### src/hdl/bfds_pkg.sv
// Shared constants, types and functions of the Bloom filter Dice similarity block.
package bfds_pkg;

  localparam int MAX_WORDS = 1024;
  localparam int FRAC_BITS = 16;

  localparam int WORD_W  = 64;
  localparam int CNT_W   = 17;
  localparam int SUM_W   = CNT_W + 1;
  localparam int REM_W   = CNT_W + 2;
  localparam int POP_W   = 7;
  localparam int WCNT_W  = $clog2(MAX_WORDS + 1);
  localparam int QUO_W   = FRAC_BITS + 1;
  localparam int QX_W    = (QUO_W > CNT_W) ? QUO_W : CNT_W;
  localparam int ITER_W  = $clog2(FRAC_BITS + 1);
  localparam int IN_DW   = 2 * WORD_W;
  localparam int OUT_FW  = 4 * CNT_W + 1;
  localparam int OUT_DW  = ((OUT_FW + 7) / 8) * 8;

  localparam logic [CNT_W-1:0] CNT_MAX = {CNT_W{1'b1}};

  typedef enum logic [1:0] {
    ST_IDLE,
    ST_DIV,
    ST_OUT
  } bfds_state_t;

  typedef struct packed {
    logic load;   // last beat taken: snapshot counts, set up the divider
    logic step;   // one restoring division step
  } bfds_cmd_t;

  // Population count of one byte.
  function automatic logic [3:0] pop8(input logic [7:0] v);
    logic [3:0] n;
    n = '0;
    for (int i = 0; i < 8; i++) begin
      n = n + 4'(v[i]);
    end
    return n;
  endfunction

  // Population count of a 64-bit word: byte counts, then their sum.
  function automatic logic [POP_W-1:0] pop64(input logic [WORD_W-1:0] v);
    logic [POP_W-1:0] n;
    n = '0;
    for (int i = 0; i < WORD_W / 8; i++) begin
      n = n + POP_W'(pop8(v[i*8 +: 8]));
    end
    return n;
  endfunction

  // Saturating accumulate into a 17-bit count.
  function automatic logic [CNT_W-1:0] sat_add(input logic [CNT_W-1:0] acc,
                                               input logic [POP_W-1:0] inc);
    logic [SUM_W-1:0] s;
    s = SUM_W'(acc) + SUM_W'(inc);
    return s[CNT_W] ? CNT_MAX : s[CNT_W-1:0];
  endfunction

endpackage

### src/hdl/bfds_ctrl.sv
// Controller: sequences accumulation, the serial division and the result beat.
module bfds_ctrl (
  input  logic                clk,
  input  logic                rst_n,
  input  logic                in_tvalid,
  input  logic                in_tlast,
  output logic                in_tready,
  output logic                out_tvalid,
  input  logic                out_tready,
  output bfds_pkg::bfds_cmd_t cmd
);
  import bfds_pkg::*;

  bfds_state_t       state_r, state_nxt;
  logic [ITER_W-1:0] iter_r, iter_nxt;
  logic              in_fire;
  logic              iter_end;

  // a last beat needs the divider; other beats flow at any time
  assign in_tready = (state_r == ST_IDLE) | ~in_tlast;
  assign in_fire   = in_tvalid & in_tready;
  assign iter_end  = (iter_r == ITER_W'(FRAC_BITS));

  always_comb begin
    state_nxt = state_r;
    case (state_r)
      ST_IDLE: begin
        if (in_fire && in_tlast) state_nxt = ST_DIV;
      end
      ST_DIV: begin
        if (iter_end) state_nxt = ST_OUT;
      end
      ST_OUT: begin
        if (out_tready) state_nxt = ST_IDLE;
      end
      default: state_nxt = ST_IDLE;
    endcase
  end

  always_comb begin
    cmd        = '0;
    out_tvalid = 1'b0;
    iter_nxt   = iter_r;
    case (state_r)
      ST_IDLE: begin
        cmd.load = in_fire & in_tlast;
        iter_nxt = '0;
      end
      ST_DIV: begin
        cmd.step = 1'b1;
        iter_nxt = iter_r + 1'b1;
      end
      ST_OUT: begin
        out_tvalid = 1'b1;
      end
      default: begin
        iter_nxt = '0;
      end
    endcase
  end

  always_ff @(posedge clk) begin
    if (!rst_n) begin
      state_r <= ST_IDLE;
      iter_r  <= '0;
    end else begin
      state_r <= state_nxt;
      iter_r  <= iter_nxt;
    end
  end

endmodule

### src/hdl/bfds_dp.sv
// Datapath: popcount accumulators, result snapshot and restoring divider.
module bfds_dp (
  input  logic                       clk,
  input  logic                       rst_n,
  input  logic                       in_fire,
  input  logic [bfds_pkg::WORD_W-1:0] word_a,
  input  logic [bfds_pkg::WORD_W-1:0] word_b,
  input  bfds_pkg::bfds_cmd_t        cmd,
  output logic [bfds_pkg::CNT_W-1:0] coefficient,
  output logic [bfds_pkg::CNT_W-1:0] shared_bits,
  output logic [bfds_pkg::CNT_W-1:0] bits_a,
  output logic [bfds_pkg::CNT_W-1:0] bits_b,
  output logic                       overflow
);
  import bfds_pkg::*;

  // running counts
  logic [CNT_W-1:0]  shared_r, shared_nxt;
  logic [CNT_W-1:0]  cnt_a_r, cnt_a_nxt;
  logic [CNT_W-1:0]  cnt_b_r, cnt_b_nxt;
  logic [WCNT_W-1:0] wcnt_r, wcnt_nxt;
  logic              ovf_r, ovf_nxt;
  logic              full;

  // snapshot and divider
  logic [CNT_W-1:0]  h_r, a_r, b_r;
  logic              o_r, zero_r;
  logic [SUM_W-1:0]  div_r;
  logic [REM_W-1:0]  rem_r, rem_nxt;
  logic [QUO_W-1:0]  quo_r, quo_nxt;
  logic [SUM_W-1:0]  den0;
  logic [REM_W-1:0]  rem_sh;
  logic              step_bit;
  logic [QX_W-1:0]   quo_x;

  assign full = (wcnt_r >= WCNT_W'(MAX_WORDS));

  always_comb begin
    shared_nxt = shared_r;
    cnt_a_nxt  = cnt_a_r;
    cnt_b_nxt  = cnt_b_r;
    wcnt_nxt   = wcnt_r;
    ovf_nxt    = ovf_r;
    if (in_fire) begin
      if (full) begin
        ovf_nxt = 1'b1;
      end else begin
        shared_nxt = sat_add(shared_r, pop64(word_a & word_b));
        cnt_a_nxt  = sat_add(cnt_a_r, pop64(word_a));
        cnt_b_nxt  = sat_add(cnt_b_r, pop64(word_b));
        wcnt_nxt   = wcnt_r + 1'b1;
      end
    end
  end

  always_ff @(posedge clk) begin
    if (!rst_n || cmd.load) begin
      shared_r <= '0;
      cnt_a_r  <= '0;
      cnt_b_r  <= '0;
      wcnt_r   <= '0;
      ovf_r    <= 1'b0;
    end else begin
      shared_r <= shared_nxt;
      cnt_a_r  <= cnt_a_nxt;
      cnt_b_r  <= cnt_b_nxt;
      wcnt_r   <= wcnt_nxt;
      ovf_r    <= ovf_nxt;
    end
  end

  // remainder starts at h; QUO_W doubling steps give 2h*2^FRAC_BITS/(a+b)
  assign den0 = SUM_W'(cnt_a_nxt) + SUM_W'(cnt_b_nxt);

  assign rem_sh   = {rem_r[REM_W-2:0], 1'b0};
  assign step_bit = (rem_sh >= REM_W'(div_r));

  always_comb begin
    rem_nxt = rem_r;
    quo_nxt = quo_r;
    if (cmd.load) begin
      rem_nxt = REM_W'(shared_nxt);
      quo_nxt = '0;
    end else if (cmd.step) begin
      rem_nxt = step_bit ? (rem_sh - REM_W'(div_r)) : rem_sh;
      quo_nxt = {quo_r[QUO_W-2:0], step_bit};
    end
  end

  always_ff @(posedge clk) begin
    rem_r <= rem_nxt;
    quo_r <= quo_nxt;
    if (cmd.load) begin
      h_r    <= shared_nxt;
      a_r    <= cnt_a_nxt;
      b_r    <= cnt_b_nxt;
      o_r    <= ovf_nxt;
      div_r  <= den0;
      zero_r <= (den0 == '0);
    end
  end

  assign quo_x       = QX_W'(quo_r);
  assign coefficient = zero_r ? '0 : quo_x[CNT_W-1:0];
  assign shared_bits = h_r;
  assign bits_a      = a_r;
  assign bits_b      = b_r;
  assign overflow    = o_r;

endmodule

### src/hdl/bloom_filter_dice_similarity.sv
// Top level of the Bloom filter Dice similarity block.
// Two Bloom filters stream in side by side, one 64-bit word of each per input
// beat, with in_tlast on the final pair. Non-last beats are taken at one per
// clock at any time; the popcounts of a&b, a and b are added into saturating
// 17-bit counts, and pairs beyond MAX_WORDS are dropped and flag overflow.
// The last beat snapshots the counts, clears the accumulators and starts a
// restoring divider that yields 2h*2^FRAC_BITS/(a+b), truncated: one quotient
// bit per clock, and the result beat then holds in a register until out_tready.
// A coefficient of 0 is given when both filters are empty. A new filter pair
// can stream in during the division; only its last beat waits (in_tready low)
// until the previous result beat has been taken.
module bloom_filter_dice_similarity (
  input  logic                        clk,
  input  logic                        rst_n,
  input  logic                        in_tvalid,
  output logic                        in_tready,
  input  logic [bfds_pkg::IN_DW-1:0]  in_tdata,   // word_a, word_b
  input  logic                        in_tlast,
  output logic                        out_tvalid,
  input  logic                        out_tready,
  output logic [bfds_pkg::OUT_DW-1:0] out_tdata   // coefficient, shared_bits,
                                                  // bits_a, bits_b, overflow, pad
);
  import bfds_pkg::*;

  bfds_cmd_t        cmd;
  logic             in_fire;
  logic [CNT_W-1:0] coefficient, shared_bits, bits_a, bits_b;
  logic             overflow;

  assign in_fire = in_tvalid & in_tready;

  bfds_ctrl u_ctrl (
    .clk        (clk),
    .rst_n      (rst_n),
    .in_tvalid  (in_tvalid),
    .in_tlast   (in_tlast),
    .in_tready  (in_tready),
    .out_tvalid (out_tvalid),
    .out_tready (out_tready),
    .cmd        (cmd)
  );

  bfds_dp u_dp (
    .clk         (clk),
    .rst_n       (rst_n),
    .in_fire     (in_fire),
    .word_a      (in_tdata[WORD_W-1:0]),
    .word_b      (in_tdata[IN_DW-1:WORD_W]),
    .cmd         (cmd),
    .coefficient (coefficient),
    .shared_bits (shared_bits),
    .bits_a      (bits_a),
    .bits_b      (bits_b),
    .overflow    (overflow)
  );

  assign out_tdata = OUT_DW'({overflow, bits_b, bits_a, shared_bits, coefficient});

endmodule
### config.mk
export PLATFORM = sky130hd
export DESIGN_NAME = bloom_filter_dice_similarity
export DESIGN_NICKNAME = d
export VERILOG_FILES = /design/src/hdl/bfds_pkg.sv /design/src/hdl/bfds_ctrl.sv /design/src/hdl/bfds_dp.sv /design/src/hdl/bloom_filter_dice_similarity.sv
export SDC_FILE = /design/constraint.sdc
export NUM_CORES = 1
export LEC_CHECK = 0
export BUFFER_PORTS_ARGS = -buffer_cell sky130_fd_sc_hd__buf_2
export CORE_AREA = 2 2 219 221
export CTS_CLUSTER_DIAMETER = 30
export DETAILED_ROUTE_END_ITERATION = 10
export DIE_AREA = 0 0 221 223
export PLACE_DENSITY_LB_ADDON = 0.2
export SKIP_LAST_GASP = 1
export SLEW_MARGIN = 15
export SYNTH_ARGS = -nofsm -noshare
export SYNTH_HDL_FRONTEND = slang
export SYNTH_SLANG_ARGS = --single-unit
### constraint.sdc
create_clock -name clk -period 11.8 [get_ports clk]
set_clock_uncertainty 0.1 [all_clocks]
set_input_delay 0.59 -clock clk [delete_from_list [all_inputs] [get_ports clk]]
set_output_delay 0.59 -clock clk [all_outputs]
set_load 0.005 [all_outputs]
Yosys cells after proc, flatten, opt, wreduce, memory -nomap -nowiden
Cells that the tools add are included.
{"block": "word_totals", "elab_cells": 257, "ff_bits": 176, "in_bits": 133}
{"block": "classes", "bitwise": 6, "order_cmp": 2, "addsub": 196, "eq_ne": 6, "reduce_logical": 8, "n_mux": 23}
{"operator": "adder 4 x 1 -> 4 bit", "n": 144}
{"operator": "two-way mux 17 bit", "n": 12}
{"operator": "adder 7 x 4 -> 7 bit", "n": 18}
{"operator": "AND 64 bit", "n": 1}
{"operator": "adder 17 x 7 -> 18 bit", "n": 3}
{"operator": "adder 1 x 1 -> 2 bit", "n": 24}
{"operator": ">= comparator 19 x 18 -> 1 bit", "n": 1}
{"operator": "adder 17 x 17 -> 18 bit", "n": 1}
{"operator": "logical NOT 18 bit", "n": 1}
{"operator": "two-way mux 18 bit", "n": 1}
{"operator": "subtractor 18 bit", "n": 1}
{"operator": "adder 4 x 4 -> 5 bit", "n": 3}
{"operator": "adder 11 x 1 -> 11 bit, second input constant", "n": 1}
{"operator": ">= comparator 11 bit, second input constant", "n": 1}
{"operator": "one-hot mux 5 bit (2 select lines)", "n": 1}
{"operator": "two-way mux 2 bit", "n": 3}
{"operator": "one-hot mux 2 bit (3 select lines)", "n": 1}
{"operator": "adder 5 x 1 -> 5 bit, second input constant", "n": 1}
{"operator": "equality test 5 bit, second input constant", "n": 1}
{"operator": "two-way mux 1 bit", "n": 5}
{"operator": "!= test 2 bit, second input constant", "n": 2}
{"operator": "AND reduction 3 bit", "n": 1}
{"operator": "AND 1 bit", "n": 2}
{"operator": "equality test 2 x 1 -> 1 bit, second input constant", "n": 1}
{"operator": "other kinds (10)", "n": 11}

Logic depth before layout (Yosys ltp)
Gate-level depths: netlist of run 1.
{"block": "logic_depth", "depth_word": 20, "mapped_depth": 42, "ltp_nobuf": 42}

Cells and area by module
A second synthesis of run 1 with hierarchy kept.
{"block": "unflattened", "hier_cells": 1546, "area_unflattened_um2": 15363.5}
{"module": "bfds_dp", "cells_per_inst": 1501, "area_each_um2": 14945.6, "n_inst": 1}
{"module": "bfds_ctrl", "cells_per_inst": 39, "area_each_um2": 377.9, "n_inst": 1}
{"module": "bloom_filter_dice_similarity", "cells_per_inst": 6, "area_each_um2": 40.0, "n_inst": 1}

Worst setup path after synthesis of run 1
Ideal clock, no wire load.
{"block": "synth_path", "path_kind": "input-to-reg", "start": "in in_tdata[72] (netlist bit)", "end": "reg u_dp.zero_r, data pin", "required_time_ps": 11510, "arrival_ps": 10594, "cell_stages": 41, "setup_slack_ps": 916, "cell_sequence": "ha_1 > inv_1 > fa_1 > fa_1 > fa_1 > fa_1 > inv_1 > ha_1 > a21o_1 > a21oi_1 > xnor2_1 > fa_1 > inv_1 > fa_1 > inv_1 > fa_1 > inv_1 > fa_1 > [5 not listed] > xnor2_1 > ha_1 > a21oi_1 > o21a_1 > nor2_1 > nand2_1 > clkbuf_1 > nand2_1 > ha_1 > fa_1 > a21oi_2 > o211ai_2 > nor2_2 > xnor2_1 > or4_1 > or4_1 > or4_1 > a2111oi_2"}
{"block": "synth_via", "elab_chain_cells": 20}
{"item": "start: declaration", "line_no": "bloom_filter_dice_similarity.sv:17", "text": "input logic [bfds_pkg::IN_DW-1:0] in_tdata,"}
{"item": "adder 1 x 1 -> 2 bit", "line_no": "bfds_pkg.sv:38", "text": "n = n + 4'(v[i]);"}
{"item": "adder 4 x 1 -> 4 bit (6 in series)", "line_no": "bfds_pkg.sv:38"}
{"item": "adder 4 x 4 -> 5 bit", "line_no": "bfds_pkg.sv:48", "text": "n = n + POP_W'(pop8(v[i*8 +: 8]));"}
{"item": "adder 7 x 4 -> 7 bit (6 in series)", "line_no": "bfds_pkg.sv:48"}
{"item": "adder 17 x 7 -> 18 bit", "line_no": "bfds_pkg.sv:57", "text": "s = SUM_W'(acc) + SUM_W'(inc);"}
{"item": "two-way mux 17 bit", "line_no": "bfds_pkg.sv:58", "text": "return s[CNT_W] ? CNT_MAX : s[CNT_W-1:0];"}
{"item": "two-way mux 17 bit", "line_no": "bfds_dp.sv:45", "text": "if (full) begin"}
{"item": "two-way mux 17 bit", "line_no": "bfds_dp.sv:44", "text": "if (in_fire) begin"}
{"item": "named net u_dp.cnt_b_nxt[0]", "line_no": "bfds_dp.sv:20", "text": "logic [CNT_W-1:0] cnt_b_r, cnt_b_nxt;"}
{"item": "adder 17 x 17 -> 18 bit", "line_no": "bfds_dp.sv:73", "text": "assign den0 = SUM_W'(cnt_a_nxt) + SUM_W'(cnt_b_nxt);"}
{"item": "named net u_dp.den0[6]", "line_no": "bfds_dp.sv:31", "text": "logic [SUM_W-1:0] den0;"}
{"item": "logical NOT 18 bit", "line_no": "bfds_dp.sv:99", "text": "zero_r <= (den0 == '0);"}
{"item": "end signal: assignment", "line_no": "bfds_dp.sv:99"}
{"item": "end: declaration", "line_no": "bfds_dp.sv:27", "text": "logic o_r, zero_r;"}
The timed path passes the listed nets, and every way through them passes these cells.
A chain may end at the register's enable or synchronous reset.

Worst setup path after layout of run 1
{"block": "layout_path", "start": "in in_tdata[8] (netlist bit)", "end": "reg u_dp.zero_r, data pin"}
{"block": "layout_via", "elab_chain_cells": 20}
{"item": "adder 1 x 1 -> 2 bit", "line_no": "bfds_pkg.sv:38"}
{"item": "adder 4 x 1 -> 4 bit (6 in series)", "line_no": "bfds_pkg.sv:38"}
{"item": "adder 4 x 4 -> 5 bit", "line_no": "bfds_pkg.sv:48"}
{"item": "adder 7 x 4 -> 7 bit (6 in series)", "line_no": "bfds_pkg.sv:48"}
{"item": "adder 17 x 7 -> 18 bit", "line_no": "bfds_pkg.sv:57"}
{"item": "two-way mux 17 bit", "line_no": "bfds_pkg.sv:58"}
{"item": "two-way mux 17 bit", "line_no": "bfds_dp.sv:45"}
{"item": "two-way mux 17 bit", "line_no": "bfds_dp.sv:44"}
{"item": "named net u_dp.cnt_a_nxt[0]", "line_no": "bfds_dp.sv:19", "text": "logic [CNT_W-1:0] cnt_a_r, cnt_a_nxt;"}
{"item": "adder 17 x 17 -> 18 bit", "line_no": "bfds_dp.sv:73"}
{"item": "named net u_dp.den0[1]", "line_no": "bfds_dp.sv:31"}
{"item": "logical NOT 18 bit", "line_no": "bfds_dp.sv:99"}
The timed path passes the listed nets, and every way through them passes these cells.

==> results of run 1 <==
per-stage QoR:
step / hold WS, ps / cell area [sq um] / cells / setup slack (ps)
6_report: 360 / 18600 / 2555 / 746
5_1_grt: 396 / 18600 / 2555 / 143
4_1_cts: 364 / 18600 / 2555 / 596
3_5_place_dp: 351 / 18000 / 2523 / 167
3_3_place_gp: 343 / 18000 / 2523 / 419
2_1_floorplan: 331 / 16200 / 1730 / 916
logic make-up (layout without fill, tap and decap cells):
group,Yosys count,after routing
other cells,1,3
xor+xnor,106,106
fa+ha+maj,335,335
mux,19,19
flops,176,176
buf+inv,380,590
compound gates,280,280
simple gates,431,431
synthesized netlist by cell type, types with 23 or more instances:
library cell  instances
and3_1               24
xor2_1               37
clkbuf_1             31
nor2b_1              54
fa_1                158
edfxtp_1             88
o21ai_0              52
dfxtp_1              88
a21o_1               29
nor2_1               92
ha_1                177
o21a_1               27
a21oi_1              81
nand3_1              23
nand2_1             153
xnor2_1              69
inv_1               341
cell usage in the layout (no fill, tap or decap), types with 5 or more instances in the layout:
master     instances
xor2_1            37
xnor2_1           69
and2_1            22
a211oi_1          19
fa_1             158
buf_2            203
nor3_1            15
nand3_1           22
o211ai_1           5
mux2_2             6
a31oi_1           12
a21o_1            29
a21oi_1           81
o21ai_0           52
mux2i_1           13
clkbuf_16         21
nor2_1            92
o22a_1             8
o21a_1            27
buf_4             14
nor2b_1           54
edfxtp_1          88
ha_1             177
dfxtp_1           88
o21bai_1          10
and3_1            24
inv_1            340
nand2b_1          10
nand2_1          153
nand4_1           10
flip-flops by register name, indices dropped and copies added (netlist names):
| name | count |
|---|---|
| u_dp.div_r | 18 |
| u_dp.rem_r | 18 |
| u_dp.bits_a | 17 |
| u_dp.bits_b | 17 |
| u_dp.cnt_a_r | 17 |
| u_dp.cnt_b_r | 17 |
| u_dp.quo_r | 17 |
| u_dp.shared_bits | 17 |
| u_dp.shared_r | 17 |
| u_dp.wcnt_r | 11 |
| u_ctrl.iter_r | 5 |
| u_ctrl.state_r | 2 |
| u_dp.overflow | 1 |
| u_dp.ovf_r | 1 |
| u_dp.zero_r | 1 |
area by class of cell:
| type | count | share of cell area (%) |
|---|---|---|
| clock buffers | 22 | 2.85 |
| flip-flops and latches | 176 | 23.7 |
| clock inverters | 10 | 0.437 |
| multi-input cells | 1174 | 56.0 |
| inverters | 341 | 6.90 |
| repair buffers | 217 | 6.03 |
| well taps | 615 | 4.14 |
per-layer routing:
layer / up-vias / wire length [um]
met5: - / 0
met4: 0 / 518
met3: 28 / 955
met2: 164 / 19800
met1: 5788 / 18400
li1: 6006 / -
tightest hold or removal path, cell delays in order (launching register included):
cell and delay [ps]:
dfxtp_1 310, nand2_1 50, o21ai_0 60
how the worst max path moves through the flow:
| stage | endpoint | slack (ps) | depth (start not counted) |
|---|---|---|---|
| after detailed placement | u_dp.zero_r | 170 | 39 |
| final | u_dp.zero_r | 750 | 39 |
| after CTS | u_dp.zero_r | 600 | 41 |
| after global placement | u_dp.zero_r | 420 | 39 |
| after global routing | u_dp.zero_r | 140 | 41 |
| after floorplan | u_dp.zero_r | 920 | 41 |
what timing repair did:
item | CTS | global route
hold buffers | 0 | 0
resized for setup | 0 | 1
endpoints found under the setup margin | 0 | 1
==> key figures, run 1 <==
STA
  • Final setup TNS: 0 ps
  • Slew at the pin with the worst max-slew slack: 996 ps
  • Final Hold Viols: 0
  • Peak Freq: 90.5 MHz
  • Tmin final: 11050 ps
  • Final Max Tran Viols: 0
  • Max_slew headroom: 33.4%
  • Final period util: 93.7%
  • Setup repair after global routing missed its margin: false
  • Setup-failing EPs final: 0

Global routing
  • GR Util met2: roughly 29%
  • Number of global-route vias before repair: approximately 12000
  • Antenna violations before repair: 0
  • Congestion Overflow GR: 0
  • First-pass GRT wire length: between 60000 and 70000 um
  • Largest net degree at the start of global routing: 75
  • Total track usage: around 16%
  • Grt met3 use: 2.02%
  • Met1 Track Usage GR: 21.1%
  • GRT busiest layer: met2

Final layout
  • Final nets: 2395
  • Reg area: 4400 sq um
  • # fillers: 4787
  • Synthesis-to-finish area growth: 14.5%
  • Final Util: 39.4%
  • Share of layout cells above drive strength 1: 13.9%
  • N_diodes: 0
  • Multi-input logic area: 10400 sq um

Die
  • IO Count: 207
  • Die Height: 223 um
  • Die Span X: 221 um
  • Initial Utilization: about a third
  • CORE AREA: 47100 sq um
  • FP Rows: 80
  • Total Die Area: 49300 sq um

Clock tree
  • CTS tree: yes
  • Clock latency on the worst-skew pair: 430 ps
  • Postcts setup bufs: 0
  • Num CTS Buffers: 17
  • Clock Tree Buf Depth: 2
  • CTS sink cnt: 176
  • Clock root buffer: clkbuf_16
  • H-tree Lvls: 4
  • Clock transition at path regs: 70 ps

Critical path
  • Reg-to-Reg End: u_dp.zero_r
  • Slowest cell on the critical path: o31ai_1
  • WP data required: 11930 ps
  • Reg2reg setup slack: 6100 ps
  • CP endpoint kind: flop
  • CP arrival: approximately 11000 ps
  • Worst Path Max Fanout: 4
  • Peak per-stage delay on the critical path: ~540 ps
  • Cell repeated most along the worst path: fa_1
  • Worst r2r path cells: 15
  • Startpoint type of the worst setup path: input port
  • CP bufs+invs: 7
  • Critical R2R Launch: u_ctrl.state_r[1]
  • Crit Path Category: input port to flop
  • Top delay family on crit path: adder cells
  • Critical path launch point: in_tdata[8]

Logic synthesis
  • Synth Area in Simple Gates: 12.7%
  • Post-Synth XOR/XNOR Area: 5.72%
  • FF+latch count, synth: 176
  • Post-synth cell types: 66
  • Synth Instances: around 1700
  • Syn_area_per_cell: 9.40 sq um
  • Compound-gate portion of the synthesized area: 11.1%
  • Top cell type's share of synthesized area: 19.5%
  • Yosys warnings: 0
  • Ys flop type: edfxtp_1
  • EDFF count, synth: between 80 and 90
  • Largest family of logic cells by synthesized area: adder cells
  • Synthesized cell area: 16200 sq um
  • Synth area leader: fa_1
  • Main area contributors after synthesis: fa_1, edfxtp_1, ha_1
  • Post-synthesis mux area share: 1.22%
  • Post-synthesis adder-cell area fraction: between 30% and 40%
  • Register area share after synthesis: 27.1%
  • Ys async rst share: 0%

Place
  • # port buffers: 203
  • DP HPWL: between 30000 and 40000 um
  • GPL Wtd Cong: 0.841

Routing
  • Via density: 4.69
  • Remaining DRCs: 0
  • Drt pass-1 iters: 5
  • DR vias: 11986
  • Post-Route WL: 39700 um
  • ANT nets after route: 0
  • Mean routed wirelength per cell: 15.5 um
  • Initial drt markers: between 500 and 600

Worst hold path
  • Hold Crit Class: flop to flop
  • Hold Crit Depth: 2
  • Hold Path Sink: u_dp.quo_r[16]
  • HP Start: u_dp.quo_r[16]

Status
  • Status: finished, final reports clean

Flow run
  • Max Cap Violations: 0
Power of run 1 is left out: the tool's default activity adds up to more than one toggle a clock period on the data nets, which glitch-free logic cannot reach.
==> run 2: changes to the inputs <==
- clock period: 11.8 -> 13.9 ns (I/O delays scaled with it)
==> run 2 against run 1 <==
Compared with the run above:
- clock-buffer cell count shrank 1
- register-to-register slack improved by 2000 ps
- global-route usage down 0.36 points
- sequential share of layout area grew 0.096 points
- wire length down 1.5%
- non-clock buffer count down 7
- flip-flop and latch count unchanged
- critical endpoint unchanged
- highest routed layer unchanged
==> key figures, run 2 (synthesis gave the netlist of run 1 again) <==
Routing
  • Remaining DRCs: 0 (unchanged)
  • Via density: 4.67 (-0.55%)
  • Mean routed wirelength per cell: 15.3 um (-1.2%)
  • Post-Route WL: 39100 um (-1.5%)
  • ANT nets after route: 0 (unchanged)
  • Drt pass-1 iters: 5 (unchanged)
  • Initial drt markers: 605 (+15%)
  • DR vias: 11888 (-0.82%)

STA
  • Final setup TNS: 0 ps (unchanged)
  • Peak Freq: between 80 and 90 MHz
  • Setup repair after global routing missed its margin: false
  • Final Hold Viols: 0 (unchanged)
  • Final period util: 82.4%
  • Final Max Tran Viols: 0 (unchanged)
  • Max_slew headroom: 38.6% (+5.2 points)
  • Setup-failing EPs final: 0 (unchanged)
  • Slew at the pin with the worst max-slew slack: 922 ps (-74.4 ps)
  • Tmin final: 11450 ps
  • Final setup margin: 2450 ps (+1700 ps)

Final layout
  • N_diodes: 0 (unchanged)
  • # fillers: 4686 (-2.1%)
  • Final Non-Filler Cells: 2548 (-0.27%)
  • Commonest non-fill, non-tap cell in the layout: inv_1
  • Reg area: 4400 sq um (unchanged)
  • Share of layout cells above drive strength 1: 13.5% (-0.36 points)
  • Multi-input logic area: 10400 sq um (about the same)
  • Synthesis-to-finish area growth: 14.1%
  • Final nets: 2388 (-0.29%)
  • Top flop regs: u_dp.div_r (18), u_dp.rem_r (18)
  • Commonest non-fill, non-tap cells in the layout: inv_1, buf_2, ha_1

Clock tree
  • Clock Tree Buf Depth: 2 (unchanged)
  • Clock latency on the worst-skew pair: 440 ps (about the same)
  • Clock root buffer: clkbuf_16
  • Post-CTS resize count: 0 (unchanged)
  • Postcts setup bufs: 0 (unchanged)
  • H-tree Lvls: 4 (unchanged)
  • Hold Buf Count CTS: 0 (unchanged)
  • CTS tree: yes
  • Clock transition at path regs: 70 ps (about the same)
  • Num CTS Buffers: 17 (unchanged)
  • CTS sink cnt: 176 (unchanged)

Global routing
  • Largest net degree at the start of global routing: 76 (+1.3%)
  • Antenna violations before repair: 0 (unchanged)
  • Congestion Overflow GR: 0 (unchanged)
  • Total track usage: 15.8% (-0.36 points)
  • Number of global-route vias before repair: 12170 (-2.1%)
  • First-pass GRT wire length: 62100 um (-2.9%)

Place
  • GPL Wtd Cong: 0.858 (+2.0%)
  • # port buffers: 203 (unchanged)
  • Placed insts: 2516 (-0.28%)
  • Dpl ws: 1920 ps (+1760 ps)
  • DP HPWL: 33400 um (-1.5%)

Status
  • Status: finished, final reports clean

Critical path
  • Peak per-stage delay on the critical path: 630 ps (+90 ps)
  • CP arrival: 11600 ps (+410 ps)
  • WP data required: 14050 ps (+2120 ps)
  • Worst Path Max Fanout: 24 (+20)
  • Startpoint type of the worst setup path: input port
  • CP endpoint kind: flop
  • Slowest cell on the critical path: nand2_1
  • Cell repeated most along the worst path: fa_1
  • Crit Path Category: input port to flop

Worst hold path
  • Hold Crit Class: flop to flop

Die
  • Die Span X: 221 um (unchanged)
  • CORE AREA: 47100 sq um (unchanged)
  • Initial Utilization: 34.4% (unchanged)
  • IO Count: 207 (unchanged)
  • Die Height: 223 um (unchanged)
  • Total Die Area: 49300 sq um (unchanged)
  • FP Rows: 80 (unchanged)

Flow run
  • Max Cap Violations: 0 (unchanged)
-- run 2: final timing paths --
path                                        to  cells past startpoint            start  slack [ps]
worst max-delay path               u_dp.zero_r                     39     in_tdata[72]        2450
worst min-delay path            u_dp.quo_r[16]                      2   u_dp.quo_r[16]         360
worst max register to register     u_dp.zero_r                     19  u_dp.cnt_b_r[1]        8120
worst min register to register  u_dp.quo_r[16]                      2   u_dp.quo_r[16]         360
-- run 2: critical path, delay by kind of cell --
family	cells	cell delay, ps
fa+ha+maj	14	5930
simple gates	7	2420
compound gates	9	1690
xor+xnor	3	450
buf+inv	6	420
-- run 2: layer usage --
metal | GRT usage [%] | routed length, um
met1 | 21.0 | 18600
met2 | 27.3 | 18900
met3 | 2.00 | 1090
met4 | 3.66 | 513
met5 | 0 | 0
-- run 2: layout make-up --
type / instances / area share, %
Clock buffer: 21 / 2.72
Tap cell: 615 / 4.15
Sequential cell: 176 / 23.8
Clock inverter: 11 / 0.480
Multi-Input combinational cell: 1174 / 56.2
Inverter: 341 / 6.92
Timing Repair Buffer: 210 / 5.77
-- run 2: metrics by stage --
step / cell area [sq um] / hold WS (ps) / util [%]
global placement: 17900 / 345 / 38.0
global route: 18500 / 389 / 39.3
detailed placement: 17900 / 355 / 38.0
CTS: 18500 / 365 / 39.3
floorplan: 16200 / 331 / -
finish: 18500 / 363 / 39.3
Power of run 2 is left out for the same reason.
==> run 3: changes to the inputs <==
- clock period: 13.9 -> 10.9 ns (I/O delays scaled with it)
==> run 3 against run 2 <==
Compared with the run above:
- core utilization increased by 2.6 points
- die area unchanged
- via count increased by 4.7%
- design area rose by 6.7%
- setup slack got worse by 2100 ps
- cell count up 5.2%
- clock-buffer cell count down 2
- wire length grew 2.8%
- largest cell class unchanged
==> key figures, run 3 (synthesis gave the netlist of run 1 again) <==
Die
  • Die Height: 223 um (unchanged)
  • CORE AREA: 47100 sq um (unchanged)
  • Die Span X: 221 um (unchanged)
  • IO Count: 207 (unchanged)
  • FP Rows: 80 (unchanged)
  • Initial Utilization: 34.4% (unchanged)
  • Total Die Area: 49300 sq um (unchanged)

Critical path
  • Slowest cell on the critical path: fa_1
  • CP endpoint kind: flop
  • Worst Path Max Fanout: 4 (-83%)
  • Crit Path Category: input port to flop
  • Worst r2r path cells: 17 (-2)
  • WP data required: 11040 ps (-3010 ps)
  • Peak per-stage delay on the critical path: 540 ps (-90 ps)
  • CP arrival: 10650 ps (-950 ps)
  • Startpoint type of the worst setup path: input port
  • Cell repeated most along the worst path: fa_1

Clock tree
  • CTS sink cnt: 176 (unchanged)
  • Hold Buf Count CTS: 0 (unchanged)
  • Num CTS Buffers: 17 (unchanged)
  • Clock root buffer: clkbuf_16
  • Clock Tree Buf Depth: 2 (unchanged)
  • Clock transition at path regs: 70 ps (about the same)
  • H-tree Lvls: 4 (unchanged)
  • CTS tree: yes
  • Clock latency on the worst-skew pair: 440 ps (about the same)

Routing
  • Remaining DRCs: 0 (unchanged)
  • DR vias: 12442 (+4.7%)
  • Via density: 4.64 (-0.49%)
  • Initial drt markers: 525 (-13%)
  • Mean routed wirelength per cell: 15.0 um (-2.2%)
  • Post-Route WL: 40200 um (+2.8%)
  • Drt pass-1 iters: 5 (unchanged)
  • ANT nets after route: 0 (unchanged)

Final layout
  • Share of layout cells above drive strength 1: 20.3% (+6.8 points)
  • N_diodes: 0 (unchanged)
  • Commonest non-fill, non-tap cells in the layout: inv_1, buf_2, ha_1
  • Commonest non-fill, non-tap cell in the layout: inv_1
  • Synthesis-to-finish area growth: 21.8%
  • Top flop regs: u_dp.div_r (18), u_dp.rem_r (18)
  • Final nets: 2520 (+5.5%)

STA
  • Final Max Tran Viols: 0 (unchanged)
  • Slew at the pin with the worst max-slew slack: 1020 ps (+98.6 ps)
  • Final Hold Viols: 0 (unchanged)
  • Final setup TNS: 0 ps (unchanged)
  • Max_slew headroom: 31.8% (-6.8 points)
  • Final period util: 96.4%
  • Peak Freq: 95.2 MHz
  • Setup-failing EPs final: 0 (unchanged)
  • Tmin final: 10500 ps

Global routing
  • Congestion Overflow GR: 0 (unchanged)
  • Total track usage: 16.1% (+0.30 points)
  • Largest net degree at the start of global routing: 74 (-2.6%)
  • Number of global-route vias before repair: 12609 (+3.6%)
  • Antenna violations before repair: 0 (unchanged)
  • First-pass GRT wire length: 63500 um (+2.2%)

Flow run
  • Max Cap Violations: 0 (unchanged)

Place
  • GPL Wtd Cong: 0.856 (-0.14%)
  • DP HPWL: 34200 um (+2.3%)
  • # port buffers: 203 (unchanged)

Status
  • Status: finished, final reports clean

Worst hold path
  • Hold Crit Depth: 2 (unchanged)
  • Hold Crit Class: flop to flop
run 3: layout make-up:
cell class / instances / area [sq um]
fill: 4610 / 27400
tap: 615 / 769
sequential: 176 / 4400
timing repair buffer: 342 / 2060
inverter: 341 / 1280
clock buffer: 19 / 475
multi-input combinational: 1174 / 10600
clock inverter: 13 / 194
run 3: worst paths after layout:
check               startpoint              to  slack [ps]
max                in_tdata[8]     u_dp.zero_r         400
min             u_dp.quo_r[16]  u_dp.quo_r[16]         360
max reg2reg  u_ctrl.state_r[1]     u_dp.zero_r        5630
min reg2reg     u_dp.quo_r[16]  u_dp.quo_r[16]         360
run 3: layer usage:
layer | up-vias | GRT usage, % | share of wire [%] | wire length [um]
met5 | - | 0 | 0 | 0
met3 | 34 | 2.02 | 2.8 | 1120
li1 | 6269 | - | - | -
met2 | 189 | 27.9 | 49 | 19500
met4 | 0 | 4.48 | 1.8 | 735
met1 | 5950 | 21.2 | 47 | 18800
run 3: worst max-delay path: cells and delay by family:
family	cells	cell delay, ps
AOI/OAI and AO/OA	10	1700
adders and majority gates	14	5520
and+or+nand+nor	6	2030
buffers and inverters	8	610
xor gates and xnor gates	3	250
run 3: what timing repair did:
action / 4_1_cts / 5_1_grt
pin swaps: 0 / 18
setup buffers: 0 / 6
setup endpoints to repair: 1 / 1
gates resized for setup: 1 / 29
run 3: stage by stage:
step | instances | util, % | setup slack [ps] | area [sq um] | hold WS [ps]
after detailed placement | 2642 | 40.0 | -506 | 18900 | 350
after floorplan | 1730 | - | 61.0 | 16200 | 331
after CTS | 2674 | 41.5 | 47.4 | 19600 | 360
after global placement | 2642 | 40.0 | -415 | 18900 | 343
final | 2680 | 41.9 | 396 | 19800 | 358
after global routing | 2680 | 41.9 | -28.2 | 19800 | 384
Power of run 3 is left out for the same reason.
